--- src/design/thcs_pkg.sv ---
// thcs_pkg: word types, colour ramp rom and shared constants for the terrain
// height colour shader; used by every module of the block, depends on nothing
`timescale 1ns / 1ps

package thcs_pkg;

	// field widths fixed by the pixel format
	localparam int HEIGHT_W   = 16;
	localparam int CH_W       = 8;
	localparam int RAMP_MAX   = 16;
	localparam int RAMP_IDX_W = 4;

	// ramp geometry: every land segment is one fixed span wide
	localparam int SEG_SPAN   = 250;
	localparam int FULL_SCALE = 255;
	// d * 255 / 250 equals d + d / 50 for whole d
	localparam int FRAC_STEP  = SEG_SPAN / (FULL_SCALE - SEG_SPAN);
	localparam int FRAC_STEPS = (SEG_SPAN - 1) / FRAC_STEP;

	// fixed water colour
	localparam logic [CH_W-1:0] WATER_R = 8'd64;
	localparam logic [CH_W-1:0] WATER_G = 8'd96;
	localparam logic [CH_W-1:0] WATER_B = 8'd240;

	// input word
	typedef struct packed {
		logic signed [HEIGHT_W-1:0] height;
		logic [CH_W-1:0]            illumination;
		logic                       frame_end;
	} pixel_t;

	// output word
	typedef struct packed {
		logic [CH_W-1:0] red;
		logic [CH_W-1:0] green;
		logic [CH_W-1:0] blue;
		logic            frame_last;
	} colour_t;

	typedef struct packed {
		logic [CH_W-1:0] r;
		logic [CH_W-1:0] g;
		logic [CH_W-1:0] b;
	} rgb_t;

	// side information that rides along the pipe
	typedef struct packed {
		logic            water;
		logic [CH_W-1:0] illumination;
		logic            frame_end;
	} side_t;

	// located segment: offset into it and its two end colours
	typedef struct packed {
		logic [CH_W-1:0] offset;
		rgb_t            lo;
		rgb_t            hi;
		logic            clamp;
		side_t           side;
	} seg_t;

	// ramp colour before shading
	typedef struct packed {
		rgb_t  c;
		side_t side;
	} tint_t;

	// ramp heights in metres
	function automatic logic signed [HEIGHT_W-1:0] ramp_height(
		input logic [RAMP_IDX_W-1:0] idx
	);
		logic signed [HEIGHT_W-1:0] h;
		case (idx)
			4'd0:    h = -16'sd1;
			4'd1:    h = 16'sd0;
			4'd2:    h = 16'sd250;
			4'd3:    h = 16'sd500;
			4'd4:    h = 16'sd750;
			4'd5:    h = 16'sd1000;
			4'd6:    h = 16'sd1250;
			4'd7:    h = 16'sd1500;
			4'd8:    h = 16'sd1750;
			4'd9:    h = 16'sd2000;
			4'd10:   h = 16'sd2250;
			4'd11:   h = 16'sd2500;
			4'd12:   h = 16'sd2750;
			4'd13:   h = 16'sd3000;
			4'd14:   h = 16'sd3250;
			4'd15:   h = 16'sd3500;
			default: h = 16'sd3500;
		endcase
		return h;
	endfunction

	// ramp colours, entries past the snow line repeat the top colour
	function automatic rgb_t ramp_colour(input logic [RAMP_IDX_W-1:0] idx);
		rgb_t c;
		case (idx)
			4'd0:    c = '{8'hff, 8'hff, 8'hff};
			4'd1:    c = '{8'h70, 8'hc0, 8'ha7};
			4'd2:    c = '{8'hca, 8'he7, 8'hb9};
			4'd3:    c = '{8'hf4, 8'hea, 8'haf};
			4'd4:    c = '{8'hdc, 8'hb2, 8'h82};
			4'd5:    c = '{8'hca, 8'h8e, 8'h72};
			4'd6:    c = '{8'hde, 8'hc8, 8'hbd};
			4'd7:    c = '{8'he3, 8'he4, 8'he9};
			4'd8:    c = '{8'hdb, 8'hd9, 8'hef};
			4'd9:    c = '{8'hce, 8'hcd, 8'hf5};
			4'd10:   c = '{8'hc2, 8'hc1, 8'hfa};
			default: c = '{8'hb7, 8'hb9, 8'hff};
		endcase
		return c;
	endfunction

	// (f * hi + (255 - f) * lo) >> 8 for one channel
	function automatic logic [CH_W-1:0] blend_ch(
		input logic [CH_W-1:0] f,
		input logic [CH_W-1:0] lo,
		input logic [CH_W-1:0] hi
	);
		logic [2*CH_W-1:0] sum;
		sum = 16'(f) * 16'(hi) + 16'(CH_W'(FULL_SCALE) - f) * 16'(lo);
		return sum[2*CH_W-1:CH_W];
	endfunction

endpackage

--- src/design/thcs_locate.sv ---
// thcs_locate: first two pipe stages, ramp compare lanes then segment select
// depends on thcs_pkg for the ramp rom and word types
`timescale 1ns / 1ps

module thcs_locate #(
	parameter int RAMP_ENTRIES = 12
) (
	input  logic                  clk,
	input  logic                  arst_n,
	input  logic                  vin,
	input  logic [1:0]            en,
	input  thcs_pkg::pixel_t      pixel,
	output logic [1:0]            v,
	output thcs_pkg::seg_t        seg
);

	localparam int RW    = thcs_pkg::RAMP_IDX_W;
	localparam int IDX_W = $clog2(RAMP_ENTRIES);

	logic [RAMP_ENTRIES-1:0]            geq;
	logic [RAMP_ENTRIES-1:0]            geq_s1;
	logic signed [thcs_pkg::HEIGHT_W-1:0] height_s1;
	thcs_pkg::side_t                    side_s1;
	logic [IDX_W-1:0]                   idx_lo;
	logic [IDX_W-1:0]                   idx_hi;
	logic                               clamp;
	logic [thcs_pkg::HEIGHT_W-1:0]      dist_full;
	thcs_pkg::seg_t                     seg_d;

	// valid bits
	always_ff @(posedge clk or negedge arst_n) begin
		if (!arst_n) begin
			v <= '0;
		end else begin
			if (en[0]) begin
				v[0] <= vin;
			end
			if (en[1]) begin
				v[1] <= v[0];
			end
		end
	end

	// one compare lane per ramp entry
	always_comb begin
		for (int k = 0; k < RAMP_ENTRIES; k++) begin
			geq[k] = pixel.height >= thcs_pkg::ramp_height(RW'(k));
		end
	end

	always_ff @(posedge clk) begin
		if (en[0]) begin
			geq_s1                 <= geq;
			height_s1              <= pixel.height;
			side_s1.water          <= pixel.height[thcs_pkg::HEIGHT_W-1] ||
			                          (pixel.height == '0);
			side_s1.illumination   <= pixel.illumination;
			side_s1.frame_end      <= pixel.frame_end;
		end
	end

	// highest entry not above the height; heights rise so geq is a thermometer
	always_comb begin
		idx_lo = '0;
		for (int k = 0; k < RAMP_ENTRIES - 1; k++) begin
			if (geq_s1[k]) begin
				idx_lo = IDX_W'(k);
			end
		end
		idx_hi    = idx_lo + 1'b1;
		clamp     = geq_s1[RAMP_ENTRIES-1];
		dist_full = height_s1 - thcs_pkg::ramp_height(RW'(idx_lo));

		seg_d.offset = dist_full[thcs_pkg::CH_W-1:0];
		seg_d.clamp  = clamp;
		seg_d.side   = side_s1;
		seg_d.hi     = thcs_pkg::ramp_colour(RW'(idx_hi));
		if (clamp) begin
			seg_d.lo = thcs_pkg::ramp_colour(RW'(RAMP_ENTRIES - 1));
		end else begin
			seg_d.lo = thcs_pkg::ramp_colour(RW'(idx_lo));
		end
	end

	always_ff @(posedge clk) begin
		if (en[1]) begin
			seg <= seg_d;
		end
	end

endmodule

--- src/design/thcs_blend.sv ---
// thcs_blend: stages three and four, blend fraction then channel interpolation
// depends on thcs_pkg for word types and the blend function
`timescale 1ns / 1ps

module thcs_blend (
	input  logic            clk,
	input  logic            arst_n,
	input  logic            vin,
	input  logic [1:0]      en,
	input  thcs_pkg::seg_t  seg,
	output logic [1:0]      v,
	output thcs_pkg::tint_t tint
);

	localparam int CW = thcs_pkg::CH_W;

	logic [CW-1:0]   steps;
	logic [CW-1:0]   frac_s3;
	thcs_pkg::seg_t  seg_s3;
	thcs_pkg::tint_t tint_d;

	// valid bits
	always_ff @(posedge clk or negedge arst_n) begin
		if (!arst_n) begin
			v <= '0;
		end else begin
			if (en[0]) begin
				v[0] <= vin;
			end
			if (en[1]) begin
				v[1] <= v[0];
			end
		end
	end

	// fraction d * 255 / span as d plus a few threshold steps
	always_comb begin
		steps = '0;
		for (int k = 1; k <= thcs_pkg::FRAC_STEPS; k++) begin
			if (seg.offset >= CW'(k * thcs_pkg::FRAC_STEP)) begin
				steps = steps + 1'b1;
			end
		end
	end

	always_ff @(posedge clk) begin
		if (en[0]) begin
			frac_s3 <= seg.offset + steps;
			seg_s3  <= seg;
		end
	end

	// interpolate each channel, exact top colour when clamped
	always_comb begin
		tint_d.side = seg_s3.side;
		if (seg_s3.clamp) begin
			tint_d.c = seg_s3.lo;
		end else begin
			tint_d.c.r = thcs_pkg::blend_ch(frac_s3, seg_s3.lo.r, seg_s3.hi.r);
			tint_d.c.g = thcs_pkg::blend_ch(frac_s3, seg_s3.lo.g, seg_s3.hi.g);
			tint_d.c.b = thcs_pkg::blend_ch(frac_s3, seg_s3.lo.b, seg_s3.hi.b);
		end
	end

	always_ff @(posedge clk) begin
		if (en[1]) begin
			tint <= tint_d;
		end
	end

endmodule

--- src/design/thcs_shade.sv ---
// thcs_shade: last stage, illumination scaling and water override into the
// output register; depends on thcs_pkg for word types and water colour
`timescale 1ns / 1ps

module thcs_shade (
	input  logic              clk,
	input  logic              arst_n,
	input  logic              vin,
	input  logic              en,
	input  thcs_pkg::tint_t   tint,
	output logic              v,
	output thcs_pkg::colour_t colour
);

	localparam int CW = thcs_pkg::CH_W;

	logic [2*CW-1:0]   prod_r;
	logic [2*CW-1:0]   prod_g;
	logic [2*CW-1:0]   prod_b;
	thcs_pkg::colour_t colour_d;

	always_ff @(posedge clk or negedge arst_n) begin
		if (!arst_n) begin
			v <= 1'b0;
		end else if (en) begin
			v <= vin;
		end
	end

	// scale by illumination / 256, water stays unshaded
	always_comb begin
		prod_r = 16'(tint.c.r) * 16'(tint.side.illumination);
		prod_g = 16'(tint.c.g) * 16'(tint.side.illumination);
		prod_b = 16'(tint.c.b) * 16'(tint.side.illumination);
		colour_d.frame_last = tint.side.frame_end;
		if (tint.side.water) begin
			colour_d.red   = thcs_pkg::WATER_R;
			colour_d.green = thcs_pkg::WATER_G;
			colour_d.blue  = thcs_pkg::WATER_B;
		end else begin
			colour_d.red   = prod_r[2*CW-1:CW];
			colour_d.green = prod_g[2*CW-1:CW];
			colour_d.blue  = prod_b[2*CW-1:CW];
		end
	end

	always_ff @(posedge clk) begin
		if (en) begin
			colour <= colour_d;
		end
	end

endmodule

--- src/design/terrain_height_color_shader.sv ---
// terrain_height_color_shader: top level, five stage pipe with stall chain
// depends on thcs_pkg, thcs_locate, thcs_blend and thcs_shade
`timescale 1ns / 1ps

// Takes one pixel word per cycle while pixel_stall is low and returns one
// colour word per pixel, in order. The stages are: ramp compare lanes,
// segment select, blend fraction, channel interpolation, and illumination
// scaling into the output register. Each stage moves on whenever the one
// after it is empty or moving, so bubbles close up and a word waiting at the
// output does not stop new pixels while the pipe has room; pixel_stall rises
// only when all five stages hold a word and the output is stalled, and
// follows colour_stall in the same cycle through that chain. Heights of zero
// or below give the fixed water colour; heights at or above the top ramp
// entry give the top colour, shaded. RAMP_ENTRIES (2 to 16) sets the number
// of ramp entries in use.

module terrain_height_color_shader #(
	parameter int RAMP_ENTRIES = 12
) (
	input  logic              clk,
	input  logic              arst_n,
	input  logic              pixel_valid,
	output logic              pixel_stall,
	input  thcs_pkg::pixel_t  pixel,
	output logic              colour_valid,
	input  logic              colour_stall,
	output thcs_pkg::colour_t colour
);

	logic [1:0]      v_loc;
	logic [1:0]      v_bld;
	logic            v_out;
	logic [4:0]      en;
	thcs_pkg::seg_t  seg;
	thcs_pkg::tint_t tint;

	// stage enables, each stage moves when the next is empty or moving
	always_comb begin
		en[4] = !v_out || !colour_stall;
		en[3] = !v_bld[1] || en[4];
		en[2] = !v_bld[0] || en[3];
		en[1] = !v_loc[1] || en[2];
		en[0] = !v_loc[0] || en[1];
	end

	assign pixel_stall  = !en[0];
	assign colour_valid = v_out;

	thcs_locate #(
		.RAMP_ENTRIES(RAMP_ENTRIES)
	) u_locate (
		.clk    (clk),
		.arst_n (arst_n),
		.vin    (pixel_valid),
		.en     (en[1:0]),
		.pixel  (pixel),
		.v      (v_loc),
		.seg    (seg)
	);

	thcs_blend u_blend (
		.clk    (clk),
		.arst_n (arst_n),
		.vin    (v_loc[1]),
		.en     (en[3:2]),
		.seg    (seg),
		.v      (v_bld),
		.tint   (tint)
	);

	thcs_shade u_shade (
		.clk    (clk),
		.arst_n (arst_n),
		.vin    (v_bld[1]),
		.en     (en[4]),
		.tint   (tint),
		.v      (v_out),
		.colour (colour)
	);

`ifndef SYNTH
	// an open output lets the whole pipe move
	a_open_output: assert property (@(posedge clk) disable iff (!arst_n)
		!colour_stall |-> !pixel_stall)
		else $error("input stalled while output is open");

	// the input stalls only with every stage full
	a_full_on_stall: assert property (@(posedge clk) disable iff (!arst_n)
		pixel_stall |-> (v_loc == 2'b11) && (v_bld == 2'b11) && v_out)
		else $error("input stalled with a bubble in the pipe");

	// a pixel accepted while the output stays open reaches the output
	a_latency: assert property (@(posedge clk) disable iff (!arst_n)
		(pixel_valid && !pixel_stall) ##1 !colour_stall ##1 !colour_stall
		##1 !colour_stall ##1 !colour_stall |=> colour_valid)
		else $error("pixel did not reach the output");
`endif

endmodule

--- config.mk ---
export PLATFORM = sky130hd
export DESIGN_NAME = terrain_height_color_shader
export DESIGN_NICKNAME = d
export VERILOG_FILES = /design/src/design/thcs_pkg.sv /design/src/design/thcs_locate.sv /design/src/design/thcs_blend.sv /design/src/design/thcs_shade.sv /design/src/design/terrain_height_color_shader.sv
export SDC_FILE = /design/constraint.sdc
export NUM_CORES = 1
export LEC_CHECK = 0
export BUFFER_PORTS_ARGS = -buffer_cell sky130_fd_sc_hd__buf_4
export CELL_PAD_IN_SITES_DETAIL_PLACEMENT = 1
export CELL_PAD_IN_SITES_GLOBAL_PLACEMENT = 2
export CORE_MARGIN = 4
export CORE_UTILIZATION = 44
export CTS_CLUSTER_SIZE = 12
export DETAILED_ROUTE_END_ITERATION = 6
export GPL_ROUTABILITY_DRIVEN = 0
export PLACE_DENSITY_LB_ADDON = 0.1
export SYNTH_ARGS = -nofsm -noshare
export SYNTH_HDL_FRONTEND = slang
export SYNTH_SLANG_ARGS = --single-unit
--- constraint.sdc ---
create_clock -name clk -period 7.83 [get_ports clk]
set_input_delay 0 -clock clk [delete_from_list [all_inputs] [get_ports clk]]
set_output_delay 0 -clock clk [all_outputs]
set_load 0.05 [all_outputs]
After elaboration in Yosys (flattened, before gate mapping) --
Memory sizes are Yosys's and may differ from the RTL's. A register that Yosys moved wholly into a read port is not among the register bits. Cells that the tools add are included.
Cells by class: multiply operators 9, reductions and logical operators 14, add/subtract/negate cells 10, $lt $le $gt $ge 16, mux-type cells 15
Operators with widths (count):
- $mul A8 B8 Y16 | 6
- $ge A16 B12 Y1 const B | 4
- $add A16 B16 Y16 | 3
- $mul A16 B8 Y16 | 3
- $ge A16 B1 Y1 const B | 2
- $ge A16 B11 Y1 const B | 2
- $ge A16 B13 Y1 const B | 2
- $mux W24 | 1
- $mux W8 | 3
- $add A8 B1 Y8 const B | 2
- $ge A16 B10 Y1 const B | 1
- $ge A16 B9 Y1 const B | 1
- $ge A8 B8 Y1 const B | 2
- $logic_not A16 Y1 | 1
- $mux W3 | 4
- $mux W4 | 3
- $sub A8 B8 Y9 const A | 1
- $add A8 B8 Y8 | 1
- $ge A8 B6 Y1 const B | 1
- $ge A8 B7 Y1 const B | 1
- $sub A8 B8 Y8 | 1
- $logic_not A1 Y1 | 7
- $logic_or A1 B1 Y1 | 6
- $add A4 B1 Y4 const B | 1
- 3 further kinds | 5
Storage, ports and cells: output and inout port bits 27, bits in registers 196, memory bits (read-only) 992, memories kept 3, input port bits 29, word-level logic and storage cells 105
Memory list:
- (no name shown) | depth 16, width 23, read ports 1, clocked after Yosys merged registers in 1, write ports 0, RTL line thcs_pkg.sv:98 | case (idx)
- (no name shown) | depth 16, width 23, read ports 1, clocked after Yosys merged registers in 1, write ports 0, RTL line thcs_pkg.sv:98
- (no name shown) | depth 16, width 16, read ports 1, clocked after Yosys merged registers in 0, write ports 0, RTL line thcs_pkg.sv:73 | case (idx)

Depth between registers and ports, before layout --
An unclocked memory read counts as a cell.
word-level depth 12, gate-level depth with buffers 22, depth with buffers taken out 21

Modules after synthesis --
From an unflattened synthesis, not the netlist that was laid out.
Unflattened totals: cells, all modules 2730, area total of the unflattened synthesis 27801.7 µm²
Modules (own cells, without submodules):
- thcs_blend | instances 1, cells each 1640, area each 16488.3 µm², sequential area each 3083.0 µm²
- thcs_shade | instances 1, cells each 711, area each 6698.9 µm², sequential area each 775.7 µm²
- thcs_locate | instances 1, cells each 371, area each 4571.9 µm², sequential area each 2872.8 µm²
- terrain_height_color_shader | instances 1, cells each 8, area each 42.5 µm², sequential area each 0.0 µm²

Least setup slack after synthesis --
No wires, ideal clock.
kind flip-flop to flip-flop, start point reg u_blend.frac_s3[4], end point reg u_blend.tint[25] (netlist name), data arrival time 5.799 ns, buffers on the path 2, data required time 7.564 ns, path slack 1.765 ns, clock period less this slack 6.065 ns, stages on the path, launching flop included 22, setup time 0.266 ns, path through edfxtp_1 > clkbuf_1 > clkbuf_1 > nor2b_1 > fa_1 > inv_1 > fa_1 > inv_1 > fa_1 > fa_1 > fa_1 > inv_1 > fa_1 > inv_1 > ha_1 > nand3_1 > o21a_1 > a21oi_2 > a41oi_2 > a211oi_2 > nor3_1 > or3b_1
Between the ends: cells in the longest elaborated chain, start to end 4, elaborated cells on any way between the ends 5, classes of those cells add/sub: 2; mul: 2; mux: 1
RTL lines:
- from (decl) | RTL line thcs_blend.sv:18 | logic [CW-1:0] frac_s3;
- from (signal assigned) | RTL line thcs_blend.sv:48 | frac_s3 <= seg.offset + steps;
- $sub A8 B8 Y9 | RTL line thcs_pkg.sv:122 | sum = 16'(f) * 16'(hi) + 16'(CH_W'(FULL_SCALE) - f) * 16'(lo);
- $mul A16 B8 Y16 | RTL line thcs_pkg.sv:122
- $add A16 B16 Y16 (*) | RTL line thcs_pkg.sv:122
- $mux W24 (*) | RTL line thcs_blend.sv:56 | if (seg_s3.clamp) begin
Every way passes the cells marked *; elsewhere a longest branch is shown, timed or not. A chain may end at the register's enable or synchronous reset.

Final worst setup path --
start point reg u_blend.frac_s3[4], end point reg u_blend.tint[25] (netlist name)
Between the ends: cells in the longest elaborated chain, start to end 4, elaborated cells on any way between the ends 5, classes of those cells add/sub: 2; mul: 2; mux: 1
RTL lines (RTL line):
- $sub A8 B8 Y9 | thcs_pkg.sv:122
- $mul A16 B8 Y16 | thcs_pkg.sv:122
- $add A16 B16 Y16 (*) | thcs_pkg.sv:122
- $mux W24 (*) | thcs_blend.sv:56
Marks and branches as above.

==> metrics.txt <==
layout cells sized above 1 0.0516; Fmax between 0.1 and 0.15 GHz; most common cell after layout, fill and taps aside inv_1; htree depth 1; initial antenna violation count 5; Bufs on Longest Clock Path 3; Setup Buffers After CTS 0; ys flop type edfxtp_1; max-cap violations 0; main combinational cell family by area after synthesis adder cells; core area around 60000 um^2; drt drc 0; Layout area overhead 9.18%; fin crit period roughly 6.7 ns; Yosys warning total 0; post-CTS sizing 0; synthesized area 26800 um^2; Worst Skew between 0.02 and 0.03 ns; most frequent cells in the layout inv_1, fa_1, ha_1; # hold bufs at CTS 32; WL/cell 19.5 um; total CTS buffers 27; critical path arrival 6.99 ns; Clock transition at path regs 0.06 ns; DRT Wirelength ~70000 um; status finished clean; setup TNS 0 ns; largest net degree at the start of global routing 67; antenna violation net count after detailed routing 0; grt total ovfl 0; first-pass GRT wire length 112000 um; cells after synthesis 2646; die width around 250 um; final hold vios 0; endpoints failing setup 0; worst skew pair latency 0.56 ns; Setup crit end kind flop; Initial Util 0.445; Die Height 255 um; post-synthesis mux area share 0.00191; Syn Area/Cell roughly 10 um^2; total number of vias 18100; worst slew pin tran ~1.2 ns; full die area 65000 um^2; post-synthesis sequential area ratio 0.249; port buffer count 55; overall fraction of global-route tracks in use 0.219; Rows 90; max_slew headroom 0.215; xor/xnor share of the synthesized area 0.0219; Yosys cell types 69; Top Ports between 50 and 60; final net count ~3400; Root Buffer clkbuf_16; Final period util 0.853; clk sink count 223; area share of fa/ha/maj cells after synthesis 0.435; Slew Limit Fails 0; crit start category flop; simple-gate area share of the yosys netlist 0.149; critical path type reg2reg; First-pass DRT Iterations 5; vias in the first global route around 20000; vias per std cell 5.16; DRT iter0 DRCs 744; detailed placement HPWL 53500 um; RSZ-0062 raised after global routing false; number of synthesized flops with an enable pin ~220; FF+latch count, synth 223; Synth Area in Compound Gates 0.0536; CTS tree yes; worst min path class in2reg; Critical Path RT a little over 8 ns; Async SR Flop Fraction 0.0224; crit-path max FO 18; syn_nets between 3000 and 4000; fill count ~6700; fin util 0.485
state kept, by name, summed over array words and instances, names as in the netlist:
name / cells
u_locate.v: 2
u_locate.height_s1: 8
u_blend.v: 2
u_shade.colour: 25
u_blend.frac_s3: 8
u_blend.tint: 34
u_locate.seg_d: 10
u_locate.seg: 65
u_shade.v: 1
u_blend.seg_s3: 57
u_locate.geq_s1: 11
critical path, stage by stage, from the launching register on:
cell,delay (ns)
edfxtp_1,0.86
buf_4,0.39
nor2b_1,0.11
fa_1,0.52
inv_1,0.05
fa_1,0.48
inv_1,0.06
fa_1,0.51
fa_1,0.52
fa_1,0.54
inv_1,0.05
fa_1,0.52
inv_1,0.04
ha_1,0.28
nand3_1,0.09
o21a_1,0.19
a21oi_2,0.26
a41oi_2,0.21
a211oi_2,0.30
nor3_1,0.09
or3b_1,0.34
layer usage:
layer  GRT usage  up-vias  routed length (um)
li1            -     8370                   -
met1       0.286     9442               29900
met2       0.395      250               35000
met3      0.0253       77                2140
met4      0.0482        0                1550
met5           0        -                   0
Yosys cell counts (6+ instances only):
master / count / area, um^2
o21ai_0: 53 / 265
a21o_1: 24 / 180
o21bai_1: 6 / 45.0
nor2b_1: 137 / 857
a211oi_1: 10 / 75.1
nand2b_1: 18 / 113
ha_1: 307 / 3840
o21a_1: 9 / 67.6
xor2_1: 23 / 201
inv_1: 566 / 2120
nor2_1: 70 / 263
and3_1: 6 / 37.5
xnor2_1: 44 / 385
fa_1: 391 / 7830
clkbuf_1: 71 / 267
nand3_1: 16 / 80.1
edfxtp_1: 218 / 6550
a21oi_1: 56 / 280
and2_1: 188 / 1180
a31oi_1: 11 / 68.8
o21ai_1: 8 / 40.0
nand2_1: 301 / 1130
nor3_1: 18 / 90.1
or3_1: 8 / 50.1
final cells by class:
class / count / area [um^2] / share of cell area
Clock inverter: 13 / 108 / 0.00367
Inverter: 569 / 2140 / 0.0729
Tap cell: 782 / 978 / 0.0334
Timing Repair Buffer: 115 / 943 / 0.0322
Antenna cell: 3 / 7.51 / 0.000256
Multi-Input combinational cell: 1778 / 17800 / 0.606
Clock buffer: 33 / 698 / 0.0238
Sequential cell: 223 / 6670 / 0.228
kinds of logic after synthesis:
| kind of cell | Yosys count |
|---|---|
| xor gates and xnor gates | 67 |
| DFF | 223 |
| buffers and inverters | 645 |
| muxes | 5 |
| other | 1 |
| and+or+nand+nor | 788 |
| adders and majority gates | 698 |
| AOI/OAI and AO/OA | 219 |
metrics by stage:
stage / cells / hold WS (ns) / setup WS (ns) / area, um^2
final: 3516 / 0.141 / 1.15 / 29300
after global routing: 3514 / 0.145 / 0.887 / 29300
after CTS: 3513 / 0.0894 / 1.15 / 29300
after detailed placement: 3435 / -0.192 / 1.10 / 28200
after global placement: 3435 / -0.197 / 1.29 / 28200
after floorplan: 2646 / -0.296 / 1.77 / 26800
path summary, 6_finish.rpt:
kind / slack, ns / from / cells after the start / to
setup / recovery: 1.15 / u_blend.frac_s3[4] / 20 / u_blend.tint[25]
setup reg to reg: 1.15 / u_blend.frac_s3[4] / 20 / u_blend.tint[25]
hold reg to reg: 0.41 / u_locate.seg[42] / 0 / u_blend.seg_s3[42]
max in group asynchronous: 7.23 / arst_n / 3 / u_blend.v[0]
hold / removal: 0.14 / pixel[21] / 4 / u_locate.geq_s1[9]
min in group asynchronous: 0.39 / arst_n / 3 / u_locate.v[1]
Power is left out: the tool's default activity adds up to more than one toggle a clock period on the data nets, which glitch-free logic cannot reach.
